--- config.mk ---
export PLATFORM = sky130hd
export DESIGN_NAME = lbbt_pos_walker
export DESIGN_NICKNAME = d
export VERILOG_FILES = /design/src/rtl/lbbt_pkg.sv /design/src/rtl/lbbt_pos_walker.sv
export SDC_FILE = /design/constraint.sdc
export NUM_CORES = 1
export LEC_CHECK = 0
export BUFFER_PORTS_ARGS = -buffer_cell sky130_fd_sc_hd__buf_2
export CORE_MARGIN = 3
export CORE_UTILIZATION = 49
export CTS_BUF_LIST = sky130_fd_sc_hd__clkbuf_8
export DETAILED_ROUTE_END_ITERATION = 8
export PLACE_DENSITY = 0.8
export SKIP_LAST_GASP = 1
export SYNTH_ARGS = -nofsm -noshare
export SYNTH_HDL_FRONTEND = slang
export SYNTH_SLANG_ARGS = --single-unit
--- constraint.sdc ---
create_clock -name clk -period 2.4 [get_ports clk]
set_input_delay 0.48 -clock clk [delete_from_list [all_inputs] [get_ports clk]]
set_output_delay 0.48 -clock clk [all_outputs]
set_load 0.02 [all_outputs]
--- src/rtl/lbbt_pkg.sv ---
// Shared types, constants and command codes of the label bounding-box tracker.
// Used by every module of the block; depends on nothing.
package lbbt_pkg;

    // Sizes of the label table and of one coordinate.
    localparam int MAX_LABELS   = 255;
    localparam int COORD_BITS   = 16;
    localparam int ADDR_BITS    = (MAX_LABELS > 1) ? $clog2(MAX_LABELS) : 1;

    // Fixed field widths of the stream and configuration ports.
    localparam int LABEL_BITS   = 8;
    localparam int CMD_BITS     = 2;
    localparam int FIELD_BITS   = 16;
    localparam int CFG_IDX_BITS = 3;

    typedef logic signed [COORD_BITS-1:0] coord_t;

    // Coordinates reported for a label that was not seen.
    localparam coord_t COORD_MAX = {1'b0, {(COORD_BITS-1){1'b1}}};
    localparam coord_t COORD_MIN = {1'b1, {(COORD_BITS-1){1'b0}}};

    // Input command codes.
    typedef enum logic [CMD_BITS-1:0] {
        CMD_VOXEL = 2'd0,
        CMD_START = 2'd1,
        CMD_QUERY = 2'd2,
        CMD_NOP   = 2'd3
    } cmd_t;

    // Configuration register indexes.
    localparam logic [CFG_IDX_BITS-1:0] REG_X_FIRST     = 3'd0;
    localparam logic [CFG_IDX_BITS-1:0] REG_X_LAST      = 3'd1;
    localparam logic [CFG_IDX_BITS-1:0] REG_Y_FIRST     = 3'd2;
    localparam logic [CFG_IDX_BITS-1:0] REG_Y_LAST      = 3'd3;
    localparam logic [CFG_IDX_BITS-1:0] REG_Z_FIRST     = 3'd4;
    localparam logic [CFG_IDX_BITS-1:0] REG_Z_LAST      = 3'd5;
    localparam logic [CFG_IDX_BITS-1:0] REG_LABEL_COUNT = 3'd6;

    typedef struct packed {
        coord_t z;
        coord_t y;
        coord_t x;
    } vec3_t;

    // One table entry: minimum corner in the low half, maximum in the high half.
    typedef struct packed {
        vec3_t mx;
        vec3_t mn;
    } box_t;

    typedef struct packed {
        vec3_t                 first;
        vec3_t                 last;
        logic [LABEL_BITS-1:0] label_count;
    } cfg_t;

    // Item handed from the position walker to the box store.
    typedef struct packed {
        logic                 valid;
        logic                 is_query;
        logic                 track;
        logic [ADDR_BITS-1:0] addr;
        vec3_t                pos;
    } stage_t;

    typedef struct packed {
        logic found;
        box_t box;
    } result_t;

endpackage

--- src/rtl/lbbt_pos_walker.sv ---
// Raster position counters and label decode of the bounding-box tracker.
// Depends on lbbt_pkg; feeds lbbt_box_store with one stage item per beat.
module lbbt_pos_walker
    import lbbt_pkg::*;
(
    input  logic                  clk,
    input  logic                  rst_n,
    input  cfg_t                  cfg,
    input  logic                  accept,
    input  cmd_t                  command,
    input  logic [LABEL_BITS-1:0] voxel_label,
    input  logic [LABEL_BITS-1:0] query_label,
    output stage_t                item
);

    vec3_t pos_reg;
    vec3_t pos_next;
    logic  done_reg;
    logic  done_next;
    logic  extent_empty;
    logic  take;
    logic  voxel_track;
    logic  query_track;

    // A label is tracked when it lies in 1 to label_count and in the table.
    function automatic logic label_ok(input logic [LABEL_BITS-1:0] lab,
                                      input logic [LABEL_BITS-1:0] cnt);
        logic ok;
        ok = (lab != '0) && (lab <= cnt)
             && ({1'b0, lab} <= (LABEL_BITS+1)'(MAX_LABELS));
        return ok;
    endfunction

    // The walk stops on an empty extent or after the last voxel.
    assign extent_empty = ($signed(cfg.first.x) > $signed(cfg.last.x))
                       || ($signed(cfg.first.y) > $signed(cfg.last.y))
                       || ($signed(cfg.first.z) > $signed(cfg.last.z));
    assign take         = !extent_empty && !done_reg;
    assign voxel_track  = take && label_ok(voxel_label, cfg.label_count);
    assign query_track  = label_ok(query_label, cfg.label_count);

    // Stage item for the box store, built from the position before the advance.
    always_comb
    begin
        item.valid    = accept && (((command == CMD_VOXEL) && voxel_track)
                                   || (command == CMD_QUERY));
        item.is_query = (command == CMD_QUERY);
        item.track    = (command == CMD_QUERY) ? query_track : voxel_track;
        item.addr     = (command == CMD_QUERY) ? ADDR_BITS'(query_label - 1'b1)
                                               : ADDR_BITS'(voxel_label - 1'b1);
        item.pos      = pos_reg;
    end

    // Next position: x fastest, then y, then z; the last plane ends the walk.
    always_comb
    begin
        pos_next  = pos_reg;
        done_next = done_reg;
        if (accept)
        begin
            case (command)
                CMD_START:
                begin
                    pos_next  = cfg.first;
                    done_next = 1'b0;
                end
                CMD_VOXEL:
                begin
                    if (take)
                    begin
                        if ($signed(pos_reg.x) < $signed(cfg.last.x))
                        begin
                            pos_next.x = pos_reg.x + 1'b1;
                        end
                        else
                        begin
                            pos_next.x = cfg.first.x;
                            if ($signed(pos_reg.y) < $signed(cfg.last.y))
                            begin
                                pos_next.y = pos_reg.y + 1'b1;
                            end
                            else
                            begin
                                pos_next.y = cfg.first.y;
                                if ($signed(pos_reg.z) < $signed(cfg.last.z))
                                begin
                                    pos_next.z = pos_reg.z + 1'b1;
                                end
                                else
                                begin
                                    done_next = 1'b1;
                                end
                            end
                        end
                    end
                end
                default:
                begin
                    pos_next  = pos_reg;
                    done_next = done_reg;
                end
            endcase
        end
    end

    // Counter registers; reset matches the reset value of the first indices.
    always_ff @(posedge clk or negedge rst_n)
    begin
        if (!rst_n)
        begin
            pos_reg  <= '0;
            done_reg <= 1'b0;
        end
        else
        begin
            pos_reg  <= pos_next;
            done_reg <= done_next;
        end
    end

endmodule

==> run_results.csv <==
group,metric,value,unit
outcome,status,"finished, violations left",
outcome,failed_checks,"setup timing",
clock_tree,clockBufferDepth,2,
drt,routed_wl,24400,um
critical_path,cp-end-kind,"output pin",
synthesis,yosysUniqueCellTypes,60,
global_routing,grt_pass1_vias,7387,
critical_path,r2r-end,"item[38]",
critical_path,reg2regPathDepth,10,
drt,viasPerCell,6.17,
synthesis,yosys_warnings,0,
drt,drt-met1-wl,9320,um
drt,drtIter0Drc,723,
layout,synthToLayoutAreaGrowth,66.5,%
sta,whs,0.112,ns
min_path,hp-class,"in2async",
drt,num_vias,7875,
synthesis,async_flop_share,1.00,
sta,tightestPinTransition,0.484,ns
synthesis,ys_seq_elements,49,
layout,n_antenna_cell,0,
clock_tree,clockRootBuffer,"clkbuf_8",
critical_path,cp_data_arrival_time,2.52,ns
sta,final.setup_skew,0.0115,ns
synthesis,ys_seq_area_frac,0.207,
sta,slew_viol_final,0,
sta,fin_crit_sh,1.25,
sta,final-setup-viol-count,51,
floorplanning,fp.dieW,116,um
critical_path,rrSetupSlack,-0.45,ns
clock_tree,clock_sinks,49,
synthesis,synth-edff-count,0,
power_and_ir_drop,vdd_drop_max,537,uV
clock_tree,cts_tree,"done",
sta,grt_setup_unrepaired,"true",
synthesis,syn_area_per_cell,7.74,um2
drt,route.met3.wl,2090,um
floorplanning,die_height,116,um
global_routing,grt_usage,0.320,
job,maxCapViolations,0,
critical_path,setup.worst_path.start_class,"primary input",
synthesis,syn_nets,1002,
critical_path,critical_path_class,"in2out",
placed_design,io_buffers,183,
global_routing,grt_overflow,0,
layout,largest_reg_flops,48,
placed_design,dp_hpwl,15500,um
drt,highest_layer,"met4",
sta,fin_ws,-0.604,ns
drt,wl_met2,11900,um
clock_tree,htree_levels,2,
drt,route.detailed.drc,0,
floorplanning,initial_core_util,0.509,
placed_design,place_congestion,0.910,
clock_tree,clkLatencyLatePin,0.34,ns
sta,tns,-12.94,ns
synthesis,synthCells,764,
global_routing,grt_pass1_wl,34400,um
power_and_ir_drop,cellLeakagePower,4.83,nW
clock_tree,cts_buffers,5,
critical_path,path_max_fanout,2,
drt,dr.pass1.iters,6,
drt,ant_nets,0,
layout,fin_nets,1371,
critical_path,cp.required,1.92,ns
layout,drive_gt1_frac,0.475,
global_routing,grt_max_degree,50,
floorplanning,io_pins,184,
floorplanning,rows,39,
sta,fin_crit,3.00,ns
global_routing,antenna_found_initial,0,
sta,slew_headroom,0.676,
critical_path,worstReg2RegStart,"item[45]",
power_and_ir_drop,cellPowerDensity,710,mW/mm2
drt,wl_per_cell,19.1,um
sta,hold_violations,0,
floorplanning,coreArea,0.0116,mm2
clock_tree,clkSlewWorstSetupHoldPaths,0.11,ns
synthesis,netlist_area,0.00592,mm2
synthesis,ys.flop_type,"dfrtp_1",
floorplanning,dieArea,0.0134,mm2
sta,fmax,333,MHz
[synthesized netlist by cell type, types with 3 or more instances]
library cell | instances | share of area
ha_1 | 113 | 0.24
a21oi_1 | 80 | 0.068
nand2_1 | 70 | 0.044
o21ai_0 | 67 | 0.057
inv_1 | 66 | 0.042
nor2_1 | 52 | 0.033
dfrtp_1 | 49 | 0.21
nor3_1 | 31 | 0.026
nand3_1 | 19 | 0.016
nand4_1 | 16 | 0.017
nor2b_1 | 16 | 0.017
and3_1 | 15 | 0.016
clkbuf_1 | 14 | 0.0089
nor3b_1 | 11 | 0.014
a21o_1 | 10 | 0.013
mux2i_1 | 10 | 0.017
nor4_1 | 10 | 0.011
o211ai_1 | 10 | 0.013
o21a_1 | 7 | 0.0089
a211oi_1 | 6 | 0.0076
nand2b_1 | 6 | 0.0063
a211o_1 | 5 | 0.0074
a31oi_1 | 5 | 0.0053
and4_1 | 5 | 0.0074
buf_2 | 5 | 0.0042
o22ai_1 | 5 | 0.0053
a22o_1 | 4 | 0.0059
o21ai_1 | 4 | 0.0034
a2111oi_0 | 3 | 0.0044
a21boi_0 | 3 | 0.0038
buf_1 | 3 | 0.0019
o311a_1 | 3 | 0.0051
o31ai_1 | 3 | 0.0038
xnor2_1 | 3 | 0.0044
xor2_1 | 3 | 0.0044
[area by class of cell]
cell class	count	area, um2
Inverter	68	273
Clock inverter	3	13.8
Fill cell	655	1760
Timing Repair Buffer	386	2830
Sequential cell	49	1230
Tap cell	143	179
Clock buffer	5	68.8
Multi-Input combinational cell	623	5260
[cell families (layout without fill, tap and decap cells)]
group | Yosys count | count (layout) | share of synthesized area
and+or+nand+nor | 256 | 256 | 0.214
AOI/OAI and AO/OA | 236 | 236 | 0.249
adders and majority gates | 113 | 113 | 0.239
buffers and inverters | 92 | 462 | 0.0613
DFF | 49 | 49 | 0.207
muxes | 12 | 12 | 0.0207
xor gates and xnor gates | 6 | 6 | 0.00888
[placed cells by master (no fill, tap or decap), drive strengths merged, types with 7 or more instances in the layout]
master  netlist  layout
nand3        19      19
nand2        70      70
dfrtp        49      49
and3         15      15
a21oi        80      80
a21o         10      10
ha          113     113
nor2b        16      16
inv          67      69
mux2i        10      10
o21a          7       7
buf          10     384
nor4         10      10
a211oi        8       8
o211ai       10      10
nor3         31      31
o21ai        71      71
nor3b        11      11
nor2         52      52
nand4        16      16
[repair_timing]
action	4_1_cts	5_1_grt
pin swaps	51	55
hold buffers	0	0
hold endpoints to repair	0	0
resized for setup	123	124
setup buffers	15	19
setup endpoints to repair	55	55
gates cloned	6	2
[metrics by stage]
stage               power, mW   util  cell area [um2]  instances  setup slack, ns
floorplan                3.64      -             6040        764           -0.225
global placement         5.30  0.713             8280       1228           -0.629
detailed placement       5.44  0.713             8280       1228           -0.709
CTS                      6.43  0.784             9110       1257           -0.557
global route             7.40  0.848             9850       1277           -0.712
finish                   6.99  0.848             9850       1277           -0.604
[metal layers]
metal / global-route usage / up-vias
li1: - / 3555
met1: 0.384 / 3677
met3: 0.0470 / 117
met2: 0.571 / 526
met5: 0 / -
met4: 0.130 / 0
[worst max-delay path, stage by stage]
cell and delay, ns:
buf_6 0.10, inv_4 0.06, ha_4 0.20, nand4_1 0.21
nor2_1 0.09, o31a_1 0.32, o31ai_2 0.20, buf_4 0.17
o311a_4 0.21, o211ai_1 0.16, a21oi_2 0.20, buf_6 0.13
[worst max path at each step]
stage                to     start
2_1_floorplan  item[47]  item[45]
3_3_place_gp   item[58]   cfg[51]
3_5_place_dp   item[16]   cfg[23]
4_1_cts        item[56]   cfg[15]
5_1_grt        item[58]    cfg[1]
6_report       item[58]   cfg[16]
[report_power, final]
group	switching, mW	internal (mW)
Combinational	2.76	2.27
Clock	0.337	0.200
Sequential	0.273	1.16
No activity file was read; power rests on OpenSTA's default activity.
